===== src/ccfp_pkg.sv =====
package ccfp_pkg;

  localparam int unsigned FRAME_LEN_DEF = 15;

  localparam logic [7:0] CHAR_START = 8'h4D;  // 'M'
  localparam logic [7:0] CHAR_END   = 8'h45;  // 'E'
  localparam logic [7:0] CHAR_PLUS  = 8'h2B;
  localparam logic [7:0] CHAR_MINUS = 8'h2D;
  localparam logic [7:0] CHAR_SPACE = 8'h20;
  localparam logic [7:0] CHAR_ZERO  = 8'h30;
  localparam logic [7:0] CHAR_NINE  = 8'h39;
  localparam logic [7:0] CHAR_TAB   = 8'h09;
  localparam logic [7:0] CHAR_CR    = 8'h0D;

  localparam int unsigned NUM_FIELDS  = 3;
  localparam int unsigned FIELD_CHARS = 3;
  localparam int unsigned FIELD_BASE  = 2;  // first char of first field
  localparam int unsigned FIELD_PITCH = 4;  // three chars and a comma

  typedef enum logic [1:0] {
    ACT_NONE = 2'd0,
    ACT_RUN  = 2'd1,
    ACT_STOP = 2'd2,
    ACT_HALT = 2'd3
  } act_e;

  typedef struct packed {
    logic [7:0] rx_byte;
    logic       voltage_limit_reached;
  } rx_item_t;

  typedef struct packed {
    act_e       action;
    logic [8:0] current_request;
    logic [9:0] voltage_limit;
    logic       reverse_flow;
    logic       apply_current;
  } result_t;

  typedef logic [FIELD_CHARS-1:0][7:0] field_chars_t;

  // Closed frame handed from framer to decoder.
  typedef struct packed {
    logic [NUM_FIELDS-1:0][FIELD_CHARS-1:0][7:0] chars;
    logic                                         cv_reached;
  } frame_t;

  typedef logic signed [10:0] fval_t;

  function automatic logic is_blank(input logic [7:0] c);
    return (c == CHAR_SPACE) || ((c >= CHAR_TAB) && (c <= CHAR_CR));
  endfunction

  function automatic logic is_digit(input logic [7:0] c);
    return (c >= CHAR_ZERO) && (c <= CHAR_NINE);
  endfunction

  // atoi over a three character field: blanks, optional sign, digits.
  function automatic fval_t field_value(input field_chars_t ch);
    logic [1:0] phase;  // 0 skipping blanks, 1 in digits, 2 done
    logic       neg;
    logic [9:0] v;
    phase = 2'd0;
    neg   = 1'b0;
    v     = '0;
    for (int k = 0; k < FIELD_CHARS; k++) begin
      if (phase == 2'd0) begin
        if (is_blank(ch[k])) begin
          phase = 2'd0;
        end else if (ch[k] == CHAR_PLUS || ch[k] == CHAR_MINUS) begin
          neg   = (ch[k] == CHAR_MINUS);
          phase = 2'd1;
        end else if (is_digit(ch[k])) begin
          v     = {6'd0, ch[k][3:0]};
          phase = 2'd1;
        end else begin
          phase = 2'd2;
        end
      end else if (phase == 2'd1) begin
        if (is_digit(ch[k])) begin
          v = 10'(v * 10'd10 + {6'd0, ch[k][3:0]});
        end else begin
          phase = 2'd2;
        end
      end
    end
    return neg ? -fval_t'({1'b0, v}) : fval_t'({1'b0, v});
  endfunction

endpackage


===== src/charger_command_frame_parser_unit.sv =====
// The 'E' pushes the frame into the frame queue; the decoder moves it on to the result queue.
// Throughput: one byte transaction per cycle while full is low; at most one result per FRAME_LEN bytes.
// full rises only while two closed frames wait on the decoder (result side stalled).
// The decoder is combinational and handles one frame per cycle while the result queue is not full.
// Reset (rst_ni low, async): frame position zero, forward direction, both queues empty.
module charger_command_frame_parser_unit #(
  parameter int unsigned FRAME_LEN = ccfp_pkg::FRAME_LEN_DEF
) (
  input  logic               clk_i,
  input  logic               rst_ni,
  input  logic               push,
  output logic               full,
  input  ccfp_pkg::rx_item_t rx_item_i,
  output logic               empty,
  input  logic               pop,
  output ccfp_pkg::result_t  result_o
);
  import ccfp_pkg::*;

  // Front: framer counts bytes and latches the field characters.
  logic    accept;
  logic    frame_valid;
  frame_t  frame_in, frame_head;
  logic    frame_empty, frame_take;

  // Back: decoder turns a frame into one result transaction.
  logic    res_push, res_full;
  result_t res;

  assign accept = push && !full;

  ccfp_framer #(
    .FRAME_LEN(FRAME_LEN)
  ) u_framer (
    .clk_i        (clk_i),
    .rst_ni       (rst_ni),
    .accept_i     (accept),
    .item_i       (rx_item_i),
    .frame_valid_o(frame_valid),
    .frame_o      (frame_in)
  );

  // Two-entry queue of closed frames between front and back; full here
  // is what stalls the byte input.
  ccfp_fifo #(
    .T(frame_t)
  ) u_frame_q (
    .clk_i  (clk_i),
    .rst_ni (rst_ni),
    .push_i (frame_valid),
    .data_i (frame_in),
    .full_o (full),
    .pop_i  (frame_take),
    .data_o (frame_head),
    .empty_o(frame_empty)
  );

  ccfp_decoder u_decoder (
    .clk_i        (clk_i),
    .rst_ni       (rst_ni),
    .frame_avail_i(!frame_empty),
    .frame_i      (frame_head),
    .frame_take_o (frame_take),
    .res_full_i   (res_full),
    .res_push_o   (res_push),
    .res_o        (res)
  );

  // Result queue: keeps the decoder running while the consumer holds off pop.
  ccfp_fifo #(
    .T(result_t)
  ) u_result_q (
    .clk_i  (clk_i),
    .rst_ni (rst_ni),
    .push_i (res_push),
    .data_i (res),
    .full_o (res_full),
    .pop_i  (pop),
    .data_o (result_o),
    .empty_o(empty)
  );

endmodule


===== src/ccfp_fifo.sv =====
module ccfp_fifo #(
  parameter type T = logic
) (
  input  logic clk_i,
  input  logic rst_ni,
  input  logic push_i,
  input  T     data_i,
  output logic full_o,
  input  logic pop_i,
  output T     data_o,
  output logic empty_o
);

  T           mem_q [2];
  logic       wr_ptr_q, rd_ptr_q;
  logic [1:0] cnt_q;
  logic       do_push, do_pop;

  assign full_o  = (cnt_q == 2'd2);
  assign empty_o = (cnt_q == 2'd0);
  assign do_push = push_i && !full_o;
  assign do_pop  = pop_i && !empty_o;
  assign data_o  = mem_q[rd_ptr_q];

  always_ff @(posedge clk_i or negedge rst_ni) begin
    if (!rst_ni) begin
      wr_ptr_q <= 1'b0;
      rd_ptr_q <= 1'b0;
      cnt_q    <= 2'd0;
    end else begin
      if (do_push) wr_ptr_q <= ~wr_ptr_q;
      if (do_pop)  rd_ptr_q <= ~rd_ptr_q;
      if (do_push && !do_pop) cnt_q <= cnt_q + 2'd1;
      else if (do_pop && !do_push) cnt_q <= cnt_q - 2'd1;
    end
  end

  always_ff @(posedge clk_i) begin
    if (do_push) mem_q[wr_ptr_q] <= data_i;
  end

endmodule


===== src/ccfp_framer.sv =====
module ccfp_framer #(
  parameter int unsigned FRAME_LEN = ccfp_pkg::FRAME_LEN_DEF
) (
  input  logic               clk_i,
  input  logic               rst_ni,
  input  logic               accept_i,
  input  ccfp_pkg::rx_item_t item_i,
  output logic               frame_valid_o,
  output ccfp_pkg::frame_t   frame_o
);
  import ccfp_pkg::*;

  localparam int unsigned PosW = $clog2(FRAME_LEN);
  localparam logic [PosW-1:0] LastPos = PosW'(FRAME_LEN - 1);

  logic [PosW-1:0] pos_q, pos_d, pos_eff;
  logic            closing;
  logic [NUM_FIELDS-1:0][FIELD_CHARS-1:0][7:0] chars_q;

  // 'M' restarts the frame and is itself counted as position zero.
  assign pos_eff = (item_i.rx_byte == CHAR_START) ? '0 : pos_q;
  assign closing = (pos_eff == LastPos);

  always_comb begin
    pos_d = pos_q;
    if (accept_i) begin
      pos_d = closing ? '0 : PosW'(pos_eff + 1'b1);
    end
  end

  always_ff @(posedge clk_i or negedge rst_ni) begin
    if (!rst_ni) pos_q <= '0;
    else         pos_q <= pos_d;
  end

  // Only the field characters are kept; the rest are never read.
  always_ff @(posedge clk_i) begin
    for (int f = 0; f < NUM_FIELDS; f++) begin
      for (int k = 0; k < FIELD_CHARS; k++) begin
        if (accept_i && !closing &&
            pos_eff == PosW'(FIELD_BASE + FIELD_PITCH * f + k)) begin
          chars_q[f][k] <= item_i.rx_byte;
        end
      end
    end
  end

  assign frame_valid_o      = accept_i && closing && (item_i.rx_byte == CHAR_END);
  assign frame_o.chars      = chars_q;
  assign frame_o.cv_reached = item_i.voltage_limit_reached;

  a_pos_range: assert property (@(posedge clk_i) disable iff (!rst_ni)
    pos_q <= LastPos)
    else $error("frame position out of range");

  a_close_restarts: assert property (@(posedge clk_i) disable iff (!rst_ni)
    accept_i && closing |=> pos_q == '0)
    else $error("frame did not restart after closing byte");

endmodule


===== src/ccfp_decoder.sv =====
module ccfp_decoder (
  input  logic             clk_i,
  input  logic             rst_ni,
  input  logic             frame_avail_i,
  input  ccfp_pkg::frame_t frame_i,
  output logic             frame_take_o,
  input  logic             res_full_i,
  output logic             res_push_o,
  output ccfp_pkg::result_t res_o
);
  import ccfp_pkg::*;

  logic              dir_q, dir_d;
  fval_t             cur_raw, volt_raw, chk_raw, cur, volt;
  logic signed [11:0] sum, sum_mod;
  logic              chk_ok, rev;
  result_t           res;

  assign cur_raw  = field_value(frame_i.chars[0]);
  assign volt_raw = field_value(frame_i.chars[1]);
  assign chk_raw  = field_value(frame_i.chars[2]);

  // Remainder truncates toward zero; |sum| stays below 2000.
  assign sum = 12'(cur_raw) + 12'(volt_raw);
  always_comb begin
    if (sum >= 12'sd1000)       sum_mod = sum - 12'sd1000;
    else if (sum <= -12'sd1000) sum_mod = sum + 12'sd1000;
    else                        sum_mod = sum;
  end
  assign chk_ok = (12'(chk_raw) == sum_mod);
  assign cur    = chk_ok ? cur_raw  : '0;
  assign volt   = chk_ok ? volt_raw : '0;
  assign rev    = (cur >= 11'sd500);

  always_comb begin
    dir_d                 = dir_q;
    res.action            = ACT_NONE;
    res.current_request   = '0;
    res.voltage_limit     = '0;
    res.apply_current     = 1'b0;
    if (cur > 11'sd1 && volt > 11'sd1) begin
      res.voltage_limit = volt[9:0];
      if (rev != dir_q) begin
        res.action = ACT_HALT;
      end else begin
        res.action          = ACT_RUN;
        res.current_request = rev ? 9'(cur - 11'sd500) : cur[8:0];
        res.apply_current   = !frame_i.cv_reached;
        dir_d               = rev;
      end
    end else if (cur == 11'sd1 && volt == 11'sd0) begin
      res.action = ACT_STOP;
    end
    res.reverse_flow = dir_d;
  end

  assign frame_take_o = frame_avail_i && !res_full_i;
  assign res_push_o   = frame_take_o;
  assign res_o        = res;

  always_ff @(posedge clk_i or negedge rst_ni) begin
    if (!rst_ni)           dir_q <= 1'b0;
    else if (frame_take_o) dir_q <= dir_d;
  end

  a_halt_keeps_dir: assert property (@(posedge clk_i) disable iff (!rst_ni)
    res_push_o && res.action == ACT_HALT |=> dir_q == $past(dir_q))
    else $error("direction changed on halt");

  a_apply_only_run: assert property (@(posedge clk_i) disable iff (!rst_ni)
    res_push_o && res.apply_current |-> res.action == ACT_RUN && !frame_i.cv_reached)
    else $error("current applied outside run");

endmodule

===== config.mk =====
export PLATFORM = sky130hd
export DESIGN_NAME = charger_command_frame_parser_unit
export DESIGN_NICKNAME = d
export VERILOG_FILES = /design/src/ccfp_pkg.sv /design/src/charger_command_frame_parser_unit.sv /design/src/ccfp_fifo.sv /design/src/ccfp_framer.sv /design/src/ccfp_decoder.sv
export SDC_FILE = /design/constraint.sdc
export NUM_CORES = 1
export LEC_CHECK = 0
export ABC_AREA = 1
export BUFFER_PORTS_ARGS = -buffer_cell sky130_fd_sc_hd__buf_2
export CAP_MARGIN = 30
export CORE_MARGIN = 3
export CORE_UTILIZATION = 25
export CTS_CLUSTER_DIAMETER = 50
export CTS_CLUSTER_SIZE = 24
export DETAILED_ROUTE_END_ITERATION = 6
export HOLD_SLACK_MARGIN = 0.03
export SLEW_MARGIN = 0
export SYNTH_ARGS = -nofsm -noshare
export SYNTH_HDL_FRONTEND = slang
export SYNTH_SLANG_ARGS = --single-unit

===== constraint.sdc =====
create_clock -name clk_i -period 10.3 [get_ports clk_i]
set_clock_uncertainty 0.1 [all_clocks]
set_input_delay 3.09 -clock clk_i [delete_from_list [all_inputs] [get_ports clk_i]]
set_output_delay 3.09 -clock clk_i [all_outputs]
set_load 0.01 [all_outputs]

# [Yosys cells after proc, flatten, opt, wreduce, memory -nomap -nowiden]
# Memories as Yosys holds them, arrays and structs flattened.
# Cells that the tools add are included.
[totals] regBits=85 mem_bits_rw=192 in_bits=13 output_inout_bits=25 word_cells=342 memories=2
[mem_list] name="u_frame_q.mem_q" depth=2 width=73 rd=1 rd_ports_with_merged_regs=0 wr=1 line="ccfp_fifo.sv:14" text="T mem_q [2];"
[mem_list] name="u_result_q.mem_q" depth=2 width=23 rd=1 rd_ports_with_merged_regs=0 wr=1 line="ccfp_fifo.sv:14"
[classes] n_addsub=18 n_mul=6 order_cmp=41 eq_ne=50 muxes=123 bitwise=4 reduce_logical=81
[ops] operator="10-bit two-way mux" count=42
[ops] operator="8-bit by 6-bit == test with 1-bit output (second input constant)" count=27
[ops] operator="8-bit by 4-bit greater-or-equal comparator with 1-bit output (second input constant)" count=9
[ops] operator="8-bit by 6-bit greater-or-equal comparator with 1-bit output (second input constant)" count=9
[ops] operator="8-bit by 4-bit less-or-equal comparator with 1-bit output (second input constant)" count=9
[ops] operator="8-bit by 6-bit less-or-equal comparator with 1-bit output (second input constant)" count=9
[ops] operator="2-bit two-way mux" count=34
[ops] operator="10-bit by 4-bit adder with 10-bit output" count=6
[ops] operator="10-bit by 3-bit multiplier with 9-bit output (second input constant)" count=6
[ops] operator="11-bit two-way mux" count=5
[ops] operator="1-bit logical AND" count=42
[ops] operator="10-bit negator with 11-bit output" count=3
[ops] operator="1-bit two-way mux" count=32
[ops] operator="12-bit two-way mux" count=2
[ops] operator="11-bit by 2-bit greater-than comparator with 1-bit output (second input constant)" count=2
[ops] operator="4-bit == test (second input constant)" count=5
[ops] operator="4-bit two-way mux" count=5
[ops] operator="19-bit two-way mux" count=1
[ops] operator="1-bit logical OR" count=18
[ops] operator="9-bit two-way mux" count=2
[ops] operator="8-bit by 7-bit == test with 1-bit output (second input constant)" count=2
[ops] operator="2-bit logical NOT" count=8
[ops] operator="11-bit by 11-bit adder with 12-bit output" count=1
[ops] operator="12-bit by 11-bit adder with 12-bit output (second input constant)" count=1
[ops] operator="19 further kinds" count=43

# [Longest topological paths before layout]
# An unclocked memory read counts as a cell.
[logic_depth] ltp_word=28 ltp_mapped=74 mapped_depth_nobuf=71

# [By module]
# From an unflattened synthesis, not the netlist that was laid out.
[hier_totals] hier_cells=2165 hier_area_um2=17763.3
[by_module_without_submodules] mod="ccfp_decoder" n_inst=1 cells_each=1458 area_each_um2=7716.2 seq_area_each_um2=25.0
[by_module_without_submodules] mod="ccfp_fifo at u_frame_q" n_inst=1 cells_each=413 area_each_um2=5541.6 seq_area_each_um2=4484.3
[by_module_without_submodules] mod="ccfp_framer" n_inst=1 cells_each=139 area_each_um2=2582.5 seq_area_each_um2=2262.2
[by_module_without_submodules] mod="ccfp_fifo at u_result_q" n_inst=1 cells_each=152 area_each_um2=1909.3 seq_area_each_um2=1481.4
[by_module_without_submodules] mod="charger_command_frame_parser_unit" n_inst=1 cells_each=3 area_each_um2=13.8 seq_area_each_um2=0.0

# [Worst setup path after synthesis]
# Ideal clock, no wire load.
[synth_path] kind="reg2reg" start="register u_frame_q.rd_ptr_q" end="memory u_result_q.mem_q[0][0] in the netlist's numbering (data pin)" setup_ps=258 arrival_ps=8554 required_ps=9942 slack_ps=1387 stages_incl_launch_ff=57 path_buffers=5 synth_period_minus_slack_ps=8913 cell_sequence="dfrtp_1 > buf_4 > buf_4 > o21ai_1 > inv_1 > o21ai_1 > nand3_1 > nor2_1 > ha_1 > ha_1 > inv_1 > fa_1 > xnor2_1 > nor2_1 > ha_1 > ha_1 > a21oi_1 > nand2_1 > [... 21 more ...] > a21oi_1 > nand3_1 > nand2_1 > nand2_1 > nor2_4 > inv_2 > nor2_2 > buf_4 > buf_4 > nand2_1 > ha_1 > nand4_1 > nand2_2 > buf_4 > ha_1 > nor2_4 > inv_2 > nor2_1"
[synth_rtl] item="start, declared" line="ccfp_fifo.sv:15" text="logic wr_ptr_q, rd_ptr_q;"
[synth_rtl] item="start signal, assigned" line="ccfp_fifo.sv:32" text="if (do_pop) rd_ptr_q <= ~rd_ptr_q;"
[synth_rtl] item="end, declared" line="ccfp_fifo.sv:14"

==> impl_results.md <==
- CP startpoint kind: register
- CP most frequent cell: nand2_1
- GR Overflow Total: 0
- Final hold violations: 0
- Die Span Y: 271.5 um
- Via count: 13780
- CP Launch Point: u_frame_q.rd_ptr_q
- Syn_nets: 2234
- HP Start: u_framer.frame_o[60]
- Crit path kind: register to register
- Synth top area share: 0.4500
- IR drop worst, VDD: 116.1 uV
- CTS tree: yes
- Port bufs: 37
- Unique cell type count in the Yosys netlist: 58
- Warnings, synthesis: 0
- Vias per cell: between 4 and 5
- Total negative slack: 0 ps
- GRT Total Usage: 0.1086
- Synth async-reset ratio: 0.04693
- Power per cell area: 186.0 nW/um^2
- Row Count: 96
- Clock sink count: 277
- Tcrit/Tclk final: 0.9255
- Inst Count DP: 3085
- Required time of the critical path: 10620 ps
- Layout cells sized above 1: 0.1124
- Drt first pass iters: 5
- Crit path time final: 9532 ps
- CTS Buf Count: 26
- Post-synthesis sequential area ratio: 0.4684
- Drt initial violations: ~1000
- Max-slew violations: 0
- Slew HR: 0.3706
- Worst path slowest cell: dfrtp_2
- Worst Path Arrival: between 9000 and 10000 ps
- Fmax: 104.9 MHz
- Setup violations, final: 0
- DRT Wirelength: a little over 40000 um
- Final nets: 2307
- Crit end category: register
- Largest net degree at the start of global routing: 77
- Final Non-Filler Cells: 3147
- Post-detail-place hpwl: 29950 um
- Chip width: 271.5 um
- Leak Pwr: 9.064 nW
- Root Driver: clkbuf_16
- Top cells by area, synth: edfxtp_1 (45%), nand2_1 (14%), ha_1 (6.1%)
- Core box area: 69190 sq um
- Avg WL per Cell: 13.15 um
- Fill count: ~7400
- Post-synth EDFFs: 264
- Clock buffer depth: 3
- GPL Wtd Cong: 0.8531
- Synthesis-to-layout area growth: 14.94%
- CTS Hold Buffers Added: 0
- Slowest stage delay, CP: around 480 ps
- CTS clk-pin slew, worst paths: 80 ps
- Cell area after synthesis: 17620 sq um
- Reg-to-reg startpoint: u_frame_q.rd_ptr_q
- Status: completed
- Post-synth top area cell: edfxtp_1
- Post-Synthesis Cells: 2123
- Minimum hold slack: 333.6 ps
- Hold Crit Class: register to register
- Crit Path Max Fanout: 19
- Die area: 73690 sq um
- Worst slew pin tran: 944.1 ps
- Initial antenna violation count: 2
- Number of global-route vias before repair: 12820
- Post-route DRC: 0
- Synth Flop Type: edfxtp_1
- H-Tree Depth: 1
- Final ANT Viol Nets: 0
- Ant. Diodes: 0
- Initial core utilization: 0.2546
- #FFs+latches synth: about 280
- First-pass GRT wire length: 65830 um
- Ports: 38
- Syn avg cell area: ~8.3 sq um
- Max_cap viols: 0
- Worst-Skew Late Latency: 590 ps
worst paths after layout:
path	endpoint	slack, ps	depth (start not counted)
setup / recovery	u_result_q.mem_q[1][19]	770	56
hold / removal	u_frame_q.mem_q[0][60]	330	0
setup reg to reg	u_result_q.mem_q[1][19]	770	56
hold reg to reg	u_frame_q.mem_q[0][60]	330	0
max in group asynchronous	u_frame_q.rd_ptr_q	7300	1
min in group asynchronous	u_framer.pos_q[3]	2390	1
state kept, by name, indices dropped and copies added (netlist names):
signal,flops
u_frame_q.mem_q,146
u_frame_q.rd_ptr_q,1
u_framer.pos_q,4
u_frame_q.cnt_q,2
u_frame_q.wr_ptr_q,1
u_decoder.dir_q,1
u_result_q.cnt_q,2
u_framer.frame_o,72
u_result_q.wr_ptr_q,1
u_result_q.mem_q,46
u_result_q.rd_ptr_q,1
cells in the mapped netlist, types with 6 or more instances:
cell,n
nand4_1,49
fa_1,12
nand2_2,10
o21ai_1,34
xor2_1,40
edfxtp_1,264
nand2_1,646
o21ai_0,56
nand3_1,155
nor2_1,201
or2_2,17
o211ai_1,11
or2_1,6
dfrtp_1,13
xnor2_1,18
nor2_2,12
nand3b_1,13
buf_4,9
inv_2,22
buf_2,11
a21oi_1,43
ha_1,86
o22ai_1,9
inv_1,282
nor3_1,27
per-layer routing:
layer / up-vias / GRT usage / part of all wire
met5: - / 0 / 0.00031
met4: 2 / 0.03092 / 0.026
met3: 58 / 0.01547 / 0.045
met2: 256 / 0.1776 / 0.45
met1: 6306 / 0.1495 / 0.48
li1: 7161 / - / -
power by group:
| group | internal, W | leakage (nW) | switching [W] |
|---|---|---|---|
| logic | 0.000407 | 6.06 | 0.000910 |
| registers | 0.00138 | 2.57 | 0.0000608 |
| clock network | 0.000524 | 0.436 | 0.000486 |
cell families (layout without fill, tap and decap cells):
logic type | Yosys count | after routing | synth area share
xor+xnor | 60 | 60 | 0.03068
simple gates | 1164 | 1164 | 0.2859
fa+ha+maj | 98 | 98 | 0.07471
compound gates | 190 | 190 | 0.06470
buf+inv | 334 | 427 | 0.07556
flops | 277 | 277 | 0.4684
layout make-up:
class / count / area [sq um] / share of cell area
clock buffers: 27 / 654.4 / 0.03231
clock inverters: 21 / 270.3 / 0.01335
inverters: 305 / 1150 / 0.05678
multi-input cells: 1512 / 8223 / 0.4061
flip-flops and latches: 277 / 8254 / 0.4076
well taps: 931 / 1165 / 0.05752
repair buffers: 74 / 534.3 / 0.02638
repair_timing:
action                                  in CTS  in global routing
pin swaps                                    0                 13
cloned                                       0                  2
buffers inserted                             0                 12
gates resized for setup                      1                 40
endpoints found under the setup margin      16                 47
through the flow:
step	setup WS [ps]	utilization	instance area [sq um]	power (W)
2_1_floorplan	1387	-	17620	0.002358
6_report	767.6	0.2927	20250	0.003766
3_3_place_gp	175.6	0.2742	18970	0.002708
3_5_place_dp	37.54	0.2748	19010	0.002720
4_1_cts	21.79	0.2882	19940	0.003746
5_1_grt	-54.73	0.2927	20250	0.004037
worst max-delay path: cells and delay by family, from the launching register on:
family | cells | cell delay (ps)
AOI/OAI and AO/OA | 4 | 900
xor gates and xnor gates | 6 | 1160
adders and majority gates | 7 | 2120
buffers and inverters | 7 | 870
DFF | 1 | 480
and+or+nand+nor | 32 | 3740
cells in the final DEF, fill, tap and decap left out, types with 6 or more instances in the layout:
cell and instances:
xor2_1 37, nand3b_1 13, nand3_1 155, nor3_1 26, o211ai_1 11, inv_1 280, nand4_1 49, buf_4 32
clkbuf_16 28, nor2_1 192, nor2_2 15, a21oi_1 42, nand2_2 13, fa_1 11, or2_2 17, ha_1 84
o21ai_1 35, buf_2 37, o22ai_1 8, o21ai_0 54, xnor2_1 16, inv_2 23, nor2_4 11, dfrtp_1 12
edfxtp_1 264, or2_1 6, nand2_1 642
Note: power is estimated with default switching activity, not from simulation.
